[src/hdl/pulsar_fold_power_accumulator_top_defines.svh]
// Assertion macros shared by the pulse profile accumulator RTL.
// Expects clk_i and rst_ni in the scope of every use.
`ifndef PULSAR_FOLD_POWER_ACCUMULATOR_TOP_DEFINES_SVH
`define PULSAR_FOLD_POWER_ACCUMULATOR_TOP_DEFINES_SVH

// Check a property on every clock edge outside reset.
`define PFPA_ASSERT(lbl, prop, msg) \
  lbl: assert property (@(posedge clk_i) disable iff (!rst_ni) (prop)) else $error(msg);

// Check that the consequent holds in the cycle after the antecedent.
`define PFPA_ASSERT_NEXT(lbl, ante, cons, msg) \
  lbl: assert property (@(posedge clk_i) disable iff (!rst_ni) (ante) |=> (cons)) else $error(msg);

`endif

[src/hdl/pfpa_ram.sv]
// Generic single-clock RAM with one write port and one registered read port.
// Stands alone; no package needed.
`default_nettype none

module pfpa_ram #(
  parameter int unsigned WIDTH = 8,
  parameter int unsigned DEPTH = 16
) (
  input  logic                     clk_i,
  input  logic                     we_i,
  input  logic [$clog2(DEPTH)-1:0] waddr_i,
  input  logic [WIDTH-1:0]         wdata_i,
  input  logic [$clog2(DEPTH)-1:0] raddr_i,
  output logic [WIDTH-1:0]         rdata_o
);

  logic [WIDTH-1:0] mem_q [DEPTH];
  logic [WIDTH-1:0] rdata_q;

  always_ff @(posedge clk_i) begin
    if (we_i) begin
      mem_q[waddr_i] <= wdata_i;
    end
    rdata_q <= mem_q[raddr_i];
  end

  assign rdata_o = rdata_q;

endmodule

`default_nettype wire

[config.mk]
export PLATFORM = sky130hd
export DESIGN_NAME = pfpa_ram
export DESIGN_NICKNAME = d
export VERILOG_FILES = /design/src/hdl/pulsar_fold_power_accumulator_top_defines.svh /design/src/hdl/pfpa_ram.sv
export SDC_FILE = /design/constraint.sdc
export NUM_CORES = 1
export LEC_CHECK = 0
export BUFFER_PORTS_ARGS = -buffer_cell sky130_fd_sc_hd__buf_4
export CORE_MARGIN = 10
export CORE_UTILIZATION = 60
export CTS_BUF_LIST = sky130_fd_sc_hd__clkbuf_8
export DETAILED_ROUTE_END_ITERATION = 8
export PLACE_DENSITY = 0.88
export SYNTH_ARGS = -nofsm -noshare
export SYNTH_HDL_FRONTEND = slang
export SYNTH_SLANG_ARGS = --single-unit
[constraint.sdc]
create_clock -name clk_i -period 2.5 [get_ports clk_i]
set_input_delay 0.625 -clock clk_i [delete_from_list [all_inputs] [get_ports clk_i]]
set_output_delay 0.625 -clock clk_i [all_outputs]
set_load 0.005 [all_outputs]
==> run metrics, run 1 <==
outcome=completed; GRT Residual Overflow=0; TritonCTS sink count=136; post-synthesis area per instance=22.5 um^2; via/cell ratio=6.26; synthesis-to-layout area growth=15.4%; largest family of logic cells by synthesized area=multiplexers; top library cells by usage in the layout, fill and taps aside=128 x edfxtp_1, 43 x buf_4, 18 x mux4_2, 17 x clkbuf_8, 16 x a22oi_1; fraction of final layout cells sized beyond drive strength 1=30.2%; Nets=300; die outline height=113 um; post-synthesis adder-cell area fraction=0%; unrepaired setup endpoints after global routing=false; Worst EP required=2.80 ns; arrival time at the worst endpoint=2.02 ns; post-cts repair resize count=0; number of I/O pins=26; first-pass GRT wire length=15400 um; count of hold-fix buffers inserted at cts=0; number of global-route vias before repair=2624; Detailed Routing Iterations Pass 1=4; clk_skew=0.00967 ns; relative slew slack=53.2%; half-perimeter wire length after detailed placement=6320 um; portion of netlist area occupied by mux cells=15.0%; class of the most critical hold timing path=in -> reg; topmost layer with routed signal wires=met4; number of max-slew violations in the final report=0; total via count in the routed design=2503; max frequency=0.580 GHz; antenna-violating nets left=0; cells after synthesis=229; xor and xnor area share after synthesis=0%; dominant cell type by area after synthesis=edfxtp_1; DRC marker count from the first detailed-route iteration=226; sum of met3 wire segment lengths after detailed routing=935 um; warning count from the yosys run=0; Setup-failing EPs final=0; clock tree from TritonCTS=built; leakage power=2.04 nW; Antenna Diode Count=0; number of antenna violations at the first check in global routing=0; synthesized net count=247; Fin. Hold Viols=0; portion of synthesized cell area occupied by the leading cell type=74.7%; weighted congestion at the end of routability-driven global placement=0.748; cell area after synthesis=5150 um^2; sequential-to-total area share from yosys stat=77.8%; post-CTS clock slew at the launch and capture registers of the worst setup and hold paths=0.07 ns; Critical Path Start Type=input pin; max-cap check violation count=0; count of state elements after synthesis=136; Crit. End Element=flip-flop; top area cells in the synthesized netlist=edfxtp_1 75%, mux4_2 7.9%, mux4_1 7.1%; initial core utilization=62.0%; Core Region=8300 um^2; power density over cell area=778 nW/um^2; total of buffers placed on input and output ports=25; Worst Setup Path Type=in -> reg; Die Width=113 um; fin crit period=1.73 ns; actual slew at the worst max-slew pin=0.699 ns; synthesized-area fraction occupied by ao, oa, aoi and oai cells=2.33%; Max FO, Critical Path=11; Die Area=12700 um^2; routed len/inst=24.5 um; filler-free cell count of the finished design=400; # DRC=0; share of synthesized cell area in and, or, nand and nor gates=3.18%; total met2 wirelength after detailed routing=4940 um; Total Routing Usage GR=16.3%; distinct cell type count of the synthesized netlist=19; share of the cycle needed by the critical path after routing=69.0%; pin count of the biggest net entering global routing=33; cell at the root of the clock tree=clkbuf_8; cts bufs inserted=17; std cell rows=33; source-to-sink clock delay at the later pin of the worst-skew pair=0.42 ns; peak ir drop on the vdd network=342 uV; CTS H-tree depth=4; Placed Instances=368; Met1 Wirelength=3760 um; maximum count of clock buffers along a single path=2; most common library cell in the layout ignoring fill and taps=edfxtp_1; number of post-CTS setup repair buffers=0; setup TNS after final layout=0 ns; final routed wirelength across all metal layers=9790 um
sequential cells by signal, indices dropped and copies added, names as in the netlist:
register and cells:
rdata_o 8, mem_q 128
power by group:
part / internal, mW / leakage (nW) / switching [mW] / total [mW]
Clock: 1.06 / 0.223 / 0.751 / 1.81
Combinational: 0.116 / 0.596 / 0.130 / 0.246
Sequential: 2.55 / 1.22 / 0.0186 / 2.57
Total: 3.72 / 2.04 / 0.899 / 4.62
synthesized netlist by cell type:
| cell | count |
|---|---|
| nand2_1 | 9 |
| mux4_1 | 14 |
| buf_4 | 1 |
| and2b_1 | 1 |
| edfxtp_1 | 128 |
| nor2_1 | 13 |
| or3b_2 | 1 |
| clkdlybuf4s25_2 | 3 |
| nand3_1 | 1 |
| dfxtp_1 | 8 |
| a22oi_1 | 16 |
| mux4_2 | 18 |
| nand3b_1 | 2 |
| buf_2 | 3 |
| nand2b_1 | 2 |
| nor2b_1 | 1 |
| nor3_1 | 4 |
| buf_6 | 3 |
| and2_1 | 1 |
kinds of logic after synthesis:
kind of cell    Yosys count
simple gates             35
buf+inv                  10
compound gates           16
mux                      32
flops                   136
layer usage:
metal  GRT usage (%)  vias to the layer above
li1                -                     1076
met1            20.1                     1281
met2            25.5                      135
met3            5.64                       11
met4            6.94                        0
met5               0                        -
metrics by stage:
stage / utilization [%] / power, mW / hold slack [ns] / setup slack [ns] / area [um^2]
final: 71.6 / 4.62 / 0.510 / 0.775 / 5940
after floorplan: - / 2.74 / 0.629 / 0.382 / 5150
after detailed placement: 66.7 / 2.86 / 0.665 / 0.355 / 5540
after global routing: 71.6 / 4.77 / 0.496 / 0.730 / 5940
after global placement: 66.7 / 2.85 / 0.646 / 0.409 / 5540
after CTS: 71.6 / 4.64 / 0.497 / 0.764 / 5940
layout make-up:
type	instances	area, um^2
sequential	136	4000
clock buffer	17	234
clock inverter	15	170
tap	105	131
fill	469	2360
multi-input combinational	83	1060
timing repair buffer	44	343
final timing paths:
path / startpoint / to / slack, ns / cells past startpoint
max: raddr_i[0] / rdata_o[2]$_DFF_P_ / 0.77 / 5
min: wdata_i[3] / mem_q[15][3]$_DFFE_PP_ / 0.51 / 1
max reg2reg: mem_q[1][1]$_DFFE_PP_ / rdata_o[1]$_DFF_P_ / 1.04 / 3
min reg2reg: mem_q[11][1]$_DFFE_PP_ / rdata_o[1]$_DFF_P_ / 0.69 / 3
critical path, cell delays in order:
cell and delay, ns:
buf_4 0.22, buf_4 0.25, mux4_1 0.58, a22oi_1 0.26, nand2_1 0.09
No activity file was read; power rests on OpenSTA's default activity.
==> run 2, diff against run 1 <==
clock period = 1.8 ns   (was 2.5 ns; I/O delays follow)
==> run 2 against run 1 <==
Via count fell by 0.72%. First-iteration DRC count is 1.8% lower. Worst setup slack lost 0.36 ns. Combinational power is 48% higher. Routed wire length about the same. Clock-buffer cell count stayed put. Final cell count up 3.3%. Flip-flop and latch count unchanged. Sequential share of layout area shrank 1.1 points. Clock skew up 0.0024 ns. Critical path type unchanged. Power increased by 35%. Highest routed layer unchanged.
==> run metrics, run 2 (same netlist as run 1, synthesis figures left out) <==
outcome=completed; CTS H-tree depth=4; die outline height=113 um; TritonCTS sink count=136; part of the power in registers=57.3%; cts bufs inserted=17; final routed wirelength across all metal layers=9790 um; Setup Slack @ Placement=-0.0107 ns; source-to-sink clock delay at the later pin of the worst-skew pair=0.43 ns; # DRC=0; Crit. End Element=flip-flop; number of I/O pins=26; most common library cell in the layout ignoring fill and taps=edfxtp_1; Nets=313; setup TNS after final layout=0 ns; weighted congestion at the end of routability-driven global placement=0.768; number of antenna violations at the first check in global routing=0; Critical Path Start Type=input pin; max-cap check violation count=0; Worst EP required=2.11 ns; number of global-route vias before repair=2733; class of the most critical hold timing path=in -> reg; Setup-failing EPs final=0; Antenna Diode Count=0; placed cell areas=5660 um^2; unrepaired setup endpoints after global routing=false; pin count of the biggest net entering global routing=18; power density over cell area=1030 nW/um^2; std cell rows=33; register with the most flip-flops=mem_q; switching share of power=20.8%; fin crit period=1.39 ns; Total Routing Usage GR=16.4%; total via count in the routed design=2485; first-pass GRT wire length=15400 um; P_int=4.92 mW; Core Region=8300 um^2; sw power=1.29 mW; Clock Power Share=36.9%; Worst Setup Path Type=in -> reg; Die Area=12700 um^2; Detailed Routing Iterations Pass 1=5; half-perimeter wire length after detailed placement=6770 um; post-cts repair resize count=0; Overall Power=6.21 mW; DRC marker count from the first detailed-route iteration=222; post-CTS clock slew at the launch and capture registers of the worst setup and hold paths=0.07 ns; cell at the root of the clock tree=clkbuf_8; leakage power=2.09 nW; routed len/inst=23.7 um; via/cell ratio=6.02; arrival time at the worst endpoint=1.70 ns; synthesis-to-layout area growth=17.3%; actual slew at the worst max-slew pin=0.394 ns; maximum count of clock buffers along a single path=2; relative slew slack=73.7%; clock tree from TritonCTS=built; startpoint of the worst register-to-register path=mem_q[10][2]$_DFFE_PP_; Die Width=113 um; max frequency=0.720 GHz; share of the cycle needed by the critical path after routing=77.1%; count of hold-fix buffers inserted at cts=0; Worst setup startpoint=raddr_i[0]; Combinational Power Share=5.8%; GRT Residual Overflow=0; startpoint of the lowest-slack hold path=wdata_i[1]; fraction of final layout cells sized beyond drive strength 1=34.1%; Fin. Hold Viols=0; final setup slack of the worst path=0.412 ns; number of max-slew violations in the final report=0; clk_skew=0.0121 ns; flip-flop count of the largest register after layout=128; top library cells by usage in the layout, fill and taps aside=128 x edfxtp_1, 54 x buf_4, 18 x mux4_2, 17 x clkbuf_8, 16 x a22oi_1; peak ir drop on the vdd network=512 uV; Max FO, Critical Path=17; total of buffers placed on input and output ports=25; antenna-violating nets left=0; initial core utilization=62.0%; Layout Cell Area excl Fill=6040 um^2; number of post-CTS setup repair buffers=0; number of fillers in the final layout=477
run 2: changes by cell type in the layout (fill, tap and decap cells not counted):
| cell | previous run | this run |
|---|---|---|
| buf_4 | 43 | 54 |
| clkinv_4 | 0 | 3 |
| clkinvlp_4 | 1 | 4 |
| buf_12 | 1 | 3 |
| bufinv_16 | 4 | 2 |
| clkinv_2 | 4 | 2 |
| clkinv_1 | 1 | 0 |
| inv_1 | 5 | 4 |
| nor3_1 | 4 | 3 |
| nor3_2 | 0 | 1 |
run 2: final timing paths:
| path | endpoint | slack [ns] | depth (start not counted) |
|---|---|---|---|
| worst max-delay path | rdata_o[2]$_DFF_P_ | 0.41 | 5 |
| worst min register to register | rdata_o[7]$_DFF_P_ | 0.67 | 3 |
| worst max register to register | rdata_o[2]$_DFF_P_ | 0.45 | 3 |
| worst min-delay path | mem_q[7][1]$_DFFE_PP_ | 0.33 | 1 |
run 2: power by group through the flow:
stage	sequential [mW]	combinational, mW	clock [mW]
3_3_place_gp	3.62	0.350	0
2_1_floorplan	3.62	0.180	0
4_1_cts	3.56	0.369	2.34
6_report	3.56	0.363	2.29
3_5_place_dp	3.63	0.368	0
5_1_grt	3.56	0.393	2.48
run 2: per-stage QoR:
| step | hold WS, ns | utilization [%] | instances |
|---|---|---|---|
| floorplan | 0.549 | - | 229 |
| global placement | 0.649 | 68.2 | 381 |
| detailed placement | 0.668 | 68.2 | 381 |
| CTS | 0.302 | 72.8 | 413 |
| global route | 0.311 | 72.8 | 413 |
| finish | 0.326 | 72.8 | 413 |
run 2: per-layer routing:
metal / vias up / part of all wire, % / global-route usage, %
li1: 1107 / - / -
met1: 1277 / 39 / 19.0
met2: 92 / 53 / 27.1
met3: 9 / 6.5 / 5.27
met4: 0 / 1.7 / 7.61
met5: - / 0 / 0
run 2: layout make-up:
class / instances / area (um^2) / area share [%]
multi-input cells: 83 / 1060 / 17.6
flip-flops and latches: 136 / 4000 / 66.3
well taps: 105 / 131 / 2.18
repair buffers: 57 / 465 / 7.71
clock inverters: 15 / 141 / 2.34
clock buffers: 17 / 234 / 3.87
run 2: worst max-delay path, cell delays in order:
cell	delay, ns
buf_4	0.11
buf_12	0.18
mux4_1	0.57
a22oi_1	0.28
nand2_1	0.09
