<file path="config.mk">
export PLATFORM = sky130hd
export DESIGN_NAME = pfpa_ctrl
export DESIGN_NICKNAME = d
export VERILOG_FILES = /design/src/hdl/pfpa_pkg.sv /design/src/hdl/pfpa_ctrl.sv
export VERILOG_INCLUDE_DIRS = /design/src /design/src/hdl
export SDC_FILE = /design/constraint.sdc
export NUM_CORES = 1
export LEC_CHECK = 0
export ABC_CLOCK_PERIOD_IN_PS = 3200
export BUFFER_PORTS_ARGS = -buffer_cell sky130_fd_sc_hd__clkbuf_2
export CAP_MARGIN = 20
export CORE_MARGIN = 2
export CORE_UTILIZATION = 42
export DETAILED_ROUTE_END_ITERATION = 6
export GPL_TIMING_DRIVEN = 0
export PLACE_DENSITY = 0.67
export SYNTH_ARGS = -nofsm -noshare
export SYNTH_HDL_FRONTEND = slang
export SYNTH_SLANG_ARGS = --single-unit
</file>
<file path="constraint.sdc">
create_clock -name clk_i -period 3.2 [get_ports clk_i]
set_input_delay 0.16 -clock clk_i [delete_from_list [all_inputs] [get_ports clk_i]]
set_output_delay 0.16 -clock clk_i [all_outputs]
set_load 0.05 [all_outputs]
</file>
<file path="src/hdl/pulsar_fold_power_accumulator_top_defines.svh">
// Assertion macros shared by the pulse profile accumulator RTL.
// Expects clk_i and rst_ni in the scope of every use.
`ifndef PULSAR_FOLD_POWER_ACCUMULATOR_TOP_DEFINES_SVH
`define PULSAR_FOLD_POWER_ACCUMULATOR_TOP_DEFINES_SVH

// Check a property on every clock edge outside reset.
`define PFPA_ASSERT(lbl, prop, msg) \
  lbl: assert property (@(posedge clk_i) disable iff (!rst_ni) (prop)) else $error(msg);

// Check that the consequent holds in the cycle after the antecedent.
`define PFPA_ASSERT_NEXT(lbl, ante, cons, msg) \
  lbl: assert property (@(posedge clk_i) disable iff (!rst_ni) (ante) |=> (cons)) else $error(msg);

`endif

</file>
<file path="src/hdl/pfpa_pkg.sv">
// Package of the pulse profile accumulator: sizes, codes and payload types.
// Used by every module of the block except pfpa_ram; depends on nothing.
`default_nettype none

package pfpa_pkg;

  localparam int unsigned MAX_BINS   = 4096;
  localparam int unsigned COUNT_BITS = 40;

  localparam int unsigned BIN_BITS  = $clog2(MAX_BINS);
  localparam int unsigned EFF_W     = $clog2(MAX_BINS + 1);
  localparam int unsigned FRAC_BITS = 32;
  localparam int unsigned PH_W      = BIN_BITS + FRAC_BITS;
  localparam int unsigned SPAN_W    = EFF_W + FRAC_BITS;

  localparam int unsigned SAMPLE_W  = 8;
  localparam int unsigned RBIN_W    = 12;
  localparam int unsigned SUM_W     = 57;
  localparam int unsigned CNT_OUT_W = 40;
  localparam int unsigned MEAN_W    = 17;
  localparam int unsigned POW_W     = 17;
  localparam int unsigned IQ_W      = SAMPLE_W + 2;
  localparam int unsigned SQ_W      = 2 * IQ_W;
  localparam int unsigned IQ_OFS    = (1 << SAMPLE_W) - 1;

  localparam int unsigned NB_W          = 13;
  localparam int unsigned STEP_W        = 32;
  localparam int unsigned CFG_W         = 32;
  localparam int unsigned CFG_IDX_W     = 1;
  localparam int unsigned NUM_BINS_RST  = 1024;

  localparam int unsigned DIV_W  = (SUM_W > COUNT_BITS + MEAN_W - 1) ?
                                   SUM_W : COUNT_BITS + MEAN_W - 1;
  localparam int unsigned DCNT_W = $clog2(MEAN_W);

  localparam logic KIND_SAMPLE = 1'b0;
  localparam logic KIND_READ   = 1'b1;

  typedef enum logic [CFG_IDX_W-1:0] {
    CFG_NUM_BINS   = 1'b0,
    CFG_PHASE_STEP = 1'b1
  } cfg_reg_e;

  typedef struct packed {
    logic                kind;
    logic [SAMPLE_W-1:0] i_sample;
    logic [SAMPLE_W-1:0] q_sample;
    logic [RBIN_W-1:0]   read_bin;
  } in_item_t;

  typedef struct packed {
    logic [RBIN_W-1:0]    out_bin;
    logic [SUM_W-1:0]     bin_sum;
    logic [CNT_OUT_W-1:0] bin_count;
    logic [MEAN_W-1:0]    bin_mean;
    logic                 bin_empty;
  } out_item_t;

  typedef struct packed {
    logic [SUM_W-1:0]      sum;
    logic [COUNT_BITS-1:0] cnt;
  } bin_entry_t;

  typedef struct packed {
    logic accept;
    logic clr_step;
    logic s_bin;
    logic s_acc;
    logic s_wrap;
    logic r_load;
    logic div_step;
    logic out_load;
  } dp_cmd_t;

  typedef struct packed {
    logic in_is_read;
    logic clr_last;
    logic div_last;
    logic out_free;
  } dp_sts_t;

endpackage

`default_nettype wire

</file>
<file path="src/hdl/pfpa_ctrl.sv">
// Sequencer of the pulse profile accumulator: clear pass, sample and read steps.
// Depends on pfpa_pkg and the assertion macro header.
`default_nettype none
`include "pulsar_fold_power_accumulator_top_defines.svh"

module pfpa_ctrl (
  input  logic              clk_i,
  input  logic              rst_ni,
  input  logic              in_valid_i,
  output logic              in_ready_o,
  input  pfpa_pkg::dp_sts_t sts_i,
  output pfpa_pkg::dp_cmd_t cmd_o
);
  import pfpa_pkg::*;

  typedef enum logic [8:0] {
    S_CLEAR = 9'b000000001,
    S_IDLE  = 9'b000000010,
    S_SBIN  = 9'b000000100,
    S_SACC  = 9'b000001000,
    S_SWRAP = 9'b000010000,
    S_RRD   = 9'b000100000,
    S_RLOAD = 9'b001000000,
    S_DIV   = 9'b010000000,
    S_RDONE = 9'b100000000
  } state_e;

  state_e state_q, state_d;

  always_comb begin
    state_d    = state_q;
    cmd_o      = '0;
    in_ready_o = 1'b0;
    unique case (state_q)
      S_CLEAR: begin
        cmd_o.clr_step = 1'b1;
        if (sts_i.clr_last) begin
          state_d = S_IDLE;
        end
      end
      S_IDLE: begin
        in_ready_o = 1'b1;
        if (in_valid_i) begin
          cmd_o.accept = 1'b1;
          state_d      = sts_i.in_is_read ? S_RRD : S_SBIN;
        end
      end
      S_SBIN: begin
        cmd_o.s_bin = 1'b1;
        state_d     = S_SACC;
      end
      S_SACC: begin
        cmd_o.s_acc = 1'b1;
        state_d     = S_SWRAP;
      end
      S_SWRAP: begin
        cmd_o.s_wrap = 1'b1;
        state_d      = S_IDLE;
      end
      S_RRD: begin
        state_d = S_RLOAD;
      end
      S_RLOAD: begin
        cmd_o.r_load = 1'b1;
        state_d      = S_DIV;
      end
      S_DIV: begin
        cmd_o.div_step = 1'b1;
        if (sts_i.div_last) begin
          state_d = S_RDONE;
        end
      end
      S_RDONE: begin
        if (sts_i.out_free) begin
          cmd_o.out_load = 1'b1;
          state_d        = S_IDLE;
        end
      end
      default: begin
        state_d = S_IDLE;
      end
    endcase
  end

  always_ff @(posedge clk_i or negedge rst_ni) begin
    if (!rst_ni) begin
      state_q <= S_CLEAR;
    end else begin
      state_q <= state_d;
    end
  end

  `PFPA_ASSERT(a_no_accept_clear, (state_q == S_CLEAR) |-> !cmd_o.accept, "request during clear")
  `PFPA_ASSERT_NEXT(a_read_to_ram, in_valid_i && in_ready_o && sts_i.in_is_read, state_q == S_RRD, "read request not sent to memory")
  `PFPA_ASSERT_NEXT(a_load_to_idle, cmd_o.out_load, in_ready_o, "not ready after result load")

endmodule

`default_nettype wire

</file>
==> flow_summary.toml, run 1 <==
[finish]
antenna_cells = 0
largestRegisters = "state_q (9)"
regMostFlops = "state_q"
final_nets = 92
largest_register_ffs = 9
utilization = 0.557
multi_input_area_um2 = 338
ff_latch_area_um2 = 226
design_area_um2 = 734
most-common-layout-cells = "clkbuf_2, dfrtp_1, inv_1, nor3b_1, nor3_1"
layout-drive-gt1-share = 0.345
area_delta_synth_final_pct = 21.5
final_common_cell = "clkbuf_2"
fill_cells = 125

[timing]
min_period_over_period = 0.662
finalHoldViolations = 0
relSlewSlack = 0.637
hold_slack_ns = 0.0369
max_freq_ghz = 0.472
rsz0062_at_grt = "no"
fin_skew_ns = 0.0110
report.final.setup_viol = 0
worstMarginPinSlew_ns = 0.542
final-max-slew-violation-count = 0
tns_ns = 0
worst_slack_ns = 1.08
fin_crit_ns = 2.12

[route]
ant_nets = 0
via_per_inst = 5.58
drcViolationCount = 0
wirelength_um = 1330
wl_per_cell_um = 13.4
drt-pass1-iter-count = 4
vias = 552
drt_iter0_drc = 15

[yosys]
syn-cell-area_um2 = 604
ys_seq_area_frac = 0.375
syn-num-nets = 71
avgSynthCellArea_um2 = 9.44
ys_types = 34
synth_cells = 64
ys_seq_elements = 9
yosys_warnings = 0

[clock_tree]
cts-buffers-inserted = 3
htree_levels = 1
path_clk_slew_ns = 0.06
cts-root-buf = "clkbuf_4"
ctsResizeCount = 0
post_cts_buffers = 0
worst_skew_pair.late_latency_ns = 0.27
ctsLongestPathBuffers = 2
cts_tree = "yes"
cts_sinks = 9

[global_route]
grt_pass1_wl_um = 2280
grt.total_usage = 0.168
antenna_found_initial = 0
grt_pass1_vias = 510
grt_max_degree = 11
overflow = 0

[place]
placed_area_um2 = 698
post-place-ws_ns = 1.38
hpwl_um = 986
place_congestion = 0.740
port_buffers = 15

[worst_setup_path]
worstReg2RegStart = "state_q[8]"
slowest_stage = "nor2_1"
cpPeakStageDelay_ns = 0.45
cp_cell_sequence = "nor2_1 -> nand3_1 -> nor3b_1 -> clkbuf_2"
crit_fanout = 7
timing.rr.end = "state_q[1]"
reg2reg_depth = 4
critPathLaunchType = "flip-flop"
path_delay_family = "simple AND/OR/NAND/NOR gates"
rrSetupSlack_ns = 1.59
path_buf_inv = 1
endpoint_kind = "output pin"
arrival_ns = 1.96
crit_start = "state_q[5]"
critPathKind = "flip-flop to output pin"
critical_path_required_ns = 3.04

[hold_path]
holdCritStartpoint = "sts_i[2]"
min_path_cells = 2
holdPathEnd = "state_q[0]"
min_path_type = "primary input to flip-flop"

[floorplan]
rows = 13
ioPinCount = 16
die_h_um = 41.9
die_w_um = 41.9
start_util = 0.459
die_area_um2 = 1760
core_area_um2 = 1320

[job]
drv_cap = 0

[status]
status = "finished, final reports clean"

[power_and_ir_drop]
power.density_nw_per_um2 = 780
p_leak_nw = 0.365
irDropWorstVdd_v = 0.000324
==> cell usage after synthesis <==
cell type  n  area share
o32ai_1    1       0.014
dfstp_2    1       0.043
a21oi_1    1      0.0083
inv_1      6       0.037
nor4_4     1       0.035
a31oi_1    1       0.010
o2111ai_1  3       0.043
dfrtp_1    8        0.33
nor3_4     1       0.027
clkbuf_2   1      0.0083
nor3_1     6       0.050
and2_1     1       0.010
o21ai_0    1      0.0083
nand2_1    2       0.012
nor2_1     5       0.031
and4b_1    1       0.017
o2bb2ai_1  1       0.014
nand3_1    2       0.017
and4b_2    1       0.019
nand3_2    1       0.017
nor2b_1    1       0.010
buf_2      1      0.0083
or2_2      1       0.010
nand3b_1   1       0.012
nand4_1    1       0.010
nand2b_1   1       0.010
nand4_2    1       0.021
a221oi_2   1       0.025
nor3b_1    6       0.075
o211ai_1   1       0.012
nor4_1     1       0.010
buf_4      1       0.012
xor2_1     1       0.014
nand4b_1   1       0.014
==> logic make-up (layout without fill, tap and decap cells) <==
family / Yosys count / after routing / share of synthesized area
xor+xnor: 1 / 1 / 0.0145
compound gates: 10 / 10 / 0.137
buf+inv: 9 / 29 / 0.0662
simple gates: 35 / 35 / 0.408
flops: 9 / 9 / 0.375
==> layout make-up <==
type,count,share of cell area
multi-input cells,46,0.460
plain buffers,3,0.0239
clock buffers,4,0.0358
repair buffers,16,0.116
well taps,15,0.0256
flip-flops and latches,9,0.308
inverters,6,0.0307
==> timing repair <==
item                                   in CTS  in global routing
hold buffers                                1                  0
setup endpoints to repair                   0                  0
endpoints found under the hold margin       8                  0
==> power by group <==
part	internal [mW]	leakage, nW	total, mW	switching [mW]
clock network	0.0481	0.0150	0.0905	0.0424
registers	0.133	0.119	0.159	0.0264
logic	0.109	0.231	0.323	0.214
==> how the worst max path moves through the flow <==
stage / end / slack [ns] / depth (start not counted)
2_1_floorplan: cmd_o[2] / 0.87 / 3
3_3_place_gp: in_ready_o / 1.42 / 4
3_5_place_dp: in_ready_o / 1.38 / 4
4_1_cts: in_ready_o / 1.08 / 4
5_1_grt: in_ready_o / 0.94 / 4
6_report: in_ready_o / 1.08 / 4
==> through the flow <==
step           total power, mW  std cells
5_1_grt                  0.617         99
6_report                 0.573         99
4_1_cts                  0.577         99
3_3_place_gp             0.475         94
2_1_floorplan            0.416         64
3_5_place_dp             0.482         94
==> routing by layer <==
layer,routed length (µm),vias up,track usage,part of all wire
met5,0,-,0,0
met4,15,0,0.0774,0.011
met3,69,2,0.0261,0.052
met2,600,15,0.253,0.45
met1,643,256,0.235,0.48
li1,-,279,-,-
Power figures use the tool's default switching activity.
==> run 2, diff against run 1 <==
ABC_AREA = 1   (was default)
ABC_CLOCK_PERIOD_IN_PS = 2200   (was 3200)
clock period = 2.2 ns   (was 3.2 ns; I/O delays follow)
==> run 2 against run 1 <==
Compared with the run above: register-to-register slack worse by 0.75 ns; die area is 0.57% higher; cell area is 2.2% higher; via count is 0.91% higher; worst setup slack worse by 0.51 ns; sequential power is 53% higher; hold slack better by 0.024 ns.
==> flow_summary.toml, run 2 <==
[place]
place_congestion = 0.777
placed_cells = 112
hpwl_um = 983
port_buffers = 15

[finish]
largestRegisters = "state_q (9)"
fin_cells = 117
final_nets = 110
regMostFlops = "state_q"
most-common-layout-cells = "inv_1, nand2_1, clkbuf_2"
largest_register_ffs = 9
area_delta_synth_final_pct = 23.5
antenna_cells = 0
layout-drive-gt1-share = 0.363

[timing]
fin_crit_ns = 1.63
report.final.setup_viol = 0
fin_skew_ns = 0.00425
max_freq_ghz = 0.614
finalHoldViolations = 0
worstMarginPinSlew_ns = 0.278
relSlewSlack = 0.815
final-max-slew-violation-count = 0
rsz0062_at_grt = "no"
min_period_over_period = 0.740
tns_ns = 0

[floorplan]
die_h_um = 42.1
start_util = 0.456
die_w_um = 42.1
rows = 13
die_area_um2 = 1770
ioPinCount = 16
core_area_um2 = 1330

[clock_tree]
path_clk_slew_ns = 0.06
cts_sinks = 9
ctsLongestPathBuffers = 2
cts_tree = "yes"
ctsResizeCount = 0
cts-buffers-inserted = 3
cts-root-buf = "clkbuf_4"
htree_levels = 1
worst_skew_pair.late_latency_ns = 0.27
post_cts_buffers = 0

[worst_setup_path]
slowest_stage = "dfrtp_1"
crit_fanout = 8
endpoint_kind = "output pin"
critical_path_required_ns = 2.09
cp_cell_sequence = "nor2_4 -> nand3_4 -> nor3_1 -> clkbuf_2"
cpPeakStageDelay_ns = 0.43
worstReg2RegStart = "state_q[2]"
critPathLaunchType = "flip-flop"
crit_start = "state_q[5]"
arrival_ns = 1.52
critPathKind = "flip-flop to output pin"

[yosys]
ys_seq_elements = 9
ys_seq_area_frac = 0.372
avgSynthCellArea_um2 = 7.42
synth_area_leader_cell = "dfrtp_1"
netlist_top_cells_area = "dfrtp_1, inv_1, nand2_1"
synth_top_area_share = 0.329
synth_edf_count = 0
syn-cell-area_um2 = 608
postSynth.asyncResetShare = 1.00
yosys_warnings = 0
synth_cells = 82
ys_types = 18
synthTopCellsByCount = "inv_1, nand2_1, nor2_1"
synth_flop_cell = "dfrtp_1"
syn-num-nets = 89

[power_and_ir_drop]
irDropWorstVdd_v = 0.000839
p_leak_nw = 0.409
power.density_nw_per_um2 = 1330

[hold_path]
holdCritStartpoint = "sts_i[3]"
min_path_type = "primary input to flip-flop"

[route]
drt-pass1-iter-count = 4
via_per_inst = 4.76
vias = 557
ant_nets = 0
wirelength_um = 1200
wl_per_cell_um = 10.2
drt_iter0_drc = 10
drcViolationCount = 0

[global_route]
antenna_found_initial = 0
grt_pass1_vias = 489
grt.total_usage = 0.161
grt_pass1_wl_um = 2100
grt_max_degree = 10
overflow = 0

[job]
drv_cap = 0

[status]
status = "finished, final reports clean"
run 2: changes by cell type after synthesis, moves of 2 or more:
cell / delta
inv_1: +9
inv_2: +3
nand2_1: +13
nand2_2: +2
nand3_2: +3
nor2_1: +7
nor2_4: +5
nor3b_1: -6
o2111ai_1: -3
run 2: area by class of cell:
cell class | instances | area (µm²)
Fill cell | 128 | 583
Multi-Input combinational cell | 55 | 327
Sequential cell | 9 | 226
Timing Repair Buffer | 16 | 85.1
Inverter | 18 | 67.6
Clock buffer | 4 | 26.3
Tap cell | 15 | 18.8
run 2: per-layer routing:
metal / global-route usage / wire [µm]
met3: 0.0388 / 60
met4: 0.0938 / 24
met1: 0.216 / 567
met5: 0 / 0
met2: 0.234 / 543
run 2: final timing paths:
| path | to | slack (ns) | cells past startpoint |
|---|---|---|---|
| min | state_q[5] | 0.06 | 3 |
| max in group asynchronous | state_q[0] | 1.71 | 2 |
| max | cmd_o[7] | 0.57 | 4 |
| min in group asynchronous | state_q[6] | 0.23 | 2 |
| min reg2reg | state_q[1] | 0.59 | 3 |
| max reg2reg | state_q[1] | 0.84 | 8 |
run 2: cell families after synthesis:
logic type,Yosys count,synth area share
compound gates,3,0.0247
buf+inv,18,0.111
flops,9,0.372
simple gates,52,0.492
run 2: worst max-delay path: cells and delay by family (launching register included):
kind          cells  cell delay (ns)
flops             1             0.43
buf+inv           1             0.31
simple gates      3             0.52
run 2: what timing repair did:
action / in CTS / in global routing
endpoints found under the hold margin: 9 / 0
hold buffers: 1 / 0
setup endpoints to repair: 0 / 0
run 2: report_power, final:
group,switching (mW),internal (mW)
logic,0.445,0.175
clock network,0.0624,0.0702
registers,0.0408,0.203
run 2: per-stage QoR:
step                      setup WS (ns)  total power, mW  hold WS, ns  instance area [µm²]  utilization
after floorplan                   0.319            0.753       -0.186                  621            -
after global placement            0.854            0.857      -0.0178                  714        0.536
after detailed placement          0.825            0.871      -0.0167                  714        0.536
after CTS                         0.543             1.01       0.0544                  751        0.563
after global routing              0.458             1.08       0.0778                  751        0.563
final                             0.572            0.996       0.0609                  751        0.563
==> run 3, diff against run 2 <==
ABC_CLOCK_PERIOD_IN_PS = 1340   (was 2200)
PLACE_DENSITY = 0.69   (was 0.67)
clock period = 1.34 ns   (was 2.2 ns; I/O delays follow)
==> run 3 against run 2 <==
Compared with the run above: the flow now finishes with violations (setup timing); critical path depth is the same; combinational power grew to 2.8 times the previous value; sequential share of layout area shrank 8.4 points; critical path type unchanged; largest cell class unchanged; highest routed layer unchanged.
==> flow_summary.toml, run 3 (synthesized netlist as in run 2, its figures left out) <==
[floorplan]
rows = 13
ioPinCount = 16
start_util = 0.456
core_area_um2 = 1330
die_w_um = 42.1
die_area_um2 = 1770
die_h_um = 42.1

[finish]
largestRegisters = "state_q (9)"
final_nets = 123
largest_register_ffs = 9
fill_cells = 82
layout-drive-gt1-share = 0.574
regMostFlops = "state_q"
most-common-layout-cells = "inv_1, nand2_1, buf_4"
antenna_cells = 0
area_delta_synth_final_pct = 72.4
design_area_um2 = 1050
final_common_cell = "inv_1"
fin_cells = 130
utilization = 0.786

[timing]
final-max-slew-violation-count = 0
fin_crit_ns = 1.54
rsz0062_at_grt = "yes"
finalHoldViolations = 0
worst_slack_ns = -0.202
fin_skew_ns = 0.00533
hold_slack_ns = 0.0116
relSlewSlack = 0.839
worstMarginPinSlew_ns = 0.242
min_period_over_period = 1.15
max_freq_ghz = 0.648
report.final.setup_viol = 13

[route]
drt_iter0_drc = 10
ant_nets = 0
via_per_inst = 4.83
drcViolationCount = 0
wl_per_cell_um = 12.2
vias = 628
drt-pass1-iter-count = 4
wirelength_um = 1590

[status]
status = "finished with violations"
violations = "setup timing"

[worst_setup_path]
path_delay_family = "simple AND/OR/NAND/NOR gates"
cpPeakStageDelay_ns = 0.42
crit_fanout = 5
critPathLaunchType = "flip-flop"
endpoint_kind = "output pin"
critical_path_required_ns = 1.27
path_buf_inv = 1
arrival_ns = 1.48
cp_cell_sequence = "nor2_4 -> nand3_4 -> nor4_4 -> clkbuf_8"
critPathKind = "flip-flop to output pin"
slowest_stage = "dfrtp_1"

[power_and_ir_drop]
power.density_nw_per_um2 = 2260
irDropWorstVdd_v = 0.00161
finalPower_mw = 2.37
p_leak_nw = 0.522

[clock_tree]
cts-buffers-inserted = 3
cts_tree = "yes"
cts_sinks = 9
path_clk_slew_ns = 0.07
htree_levels = 1
cts-root-buf = "clkbuf_4"
ctsLongestPathBuffers = 2
worst_skew_pair.late_latency_ns = 0.27

[place]
port_buffers = 15
placed_area_um2 = 768
place_congestion = 0.717
hpwl_um = 1020
placed_cells = 112

[global_route]
grt_pass1_wl_um = 2580
grt_pass1_vias = 606
grt_max_degree = 10
overflow = 0
antenna_found_initial = 0
grt.total_usage = 0.189

[hold_path]
min_path_type = "primary input to flip-flop"

[job]
drv_cap = 0
run 3: cell types whose count changed in the layout (fill, tap and decap cells not counted), moves of 4 or more:
cell and change:
nor2_1 -5, nand2_1 -4, buf_4 +11, nor3_2 +4, clkbuf_2 -9, nor3_1 -5
buf_8 +4, clkbuf_8 +5
run 3: worst reg2reg max path: stages (launching register included):
cell and delay, ns:
dfrtp_1 0.41, nor2_4 0.20, nand3_4 0.18, nor2_4 0.21, buf_6 0.13, nor2_1 0.05, nand2_1 0.06, nor2_1 0.04
nand2_1 0.06, nand2_1 0.04
run 3: layout make-up:
type,count,area (µm²),share of cell area
timing repair buffer,29,274,0.261
inverter,18,67.6,0.0644
tap,15,18.8,0.0179
sequential,9,228,0.217
clock buffer,3,22.5,0.0215
multi-input combinational,55,433,0.413
clock inverter,1,5.00,0.00477
run 3: path summary, 6_finish.rpt:
path,start,end,slack (ns),depth (start not counted)
worst min register to register,state_q[8],state_q[1],0.62,3
worst min-delay path,sts_i[3],state_q[5],0.01,3
max in group asynchronous,rst_ni,state_q[0],0.89,2
worst max register to register,state_q[6],state_q[1],-0.15,9
min in group asynchronous,rst_ni,state_q[4],0.18,2
worst max-delay path,state_q[2],cmd_o[3],-0.20,4
run 3: metrics by stage:
step,TNS (ns),setup slack (ns)
final,-2.00,-0.202
after global routing,-2.81,-0.254
after CTS,-1.37,-0.151
after detailed placement,-0.154,-0.0445
after global placement,-0.115,-0.0441
after floorplan,-0.905,-0.139
run 3: report_power, final:
group	switching (mW)	internal (mW)	total, mW
registers	0.0805	0.334	0.415
logic	1.02	0.714	1.73
clock network	0.112	0.111	0.223
total	1.21	1.16	2.37
run 3: layer usage:
metal | track usage | vias to the layer above | share of wire
met2 | 0.338 | 18 | 0.51
met5 | 0 | - | 0
met4 | 0.0563 | 0 | 0.014
met3 | 0.0302 | 2 | 0.042
met1 | 0.232 | 286 | 0.43
li1 | - | 322 | -
run 3: timing repair:
action                                  CTS  global route
endpoints found under the setup margin   13            14
resized for setup                        27            12
cloned                                    0             0
hold endpoints to repair                  9             0
setup buffers                            11             2
hold buffers                              1             0
pin swaps                                 9             7
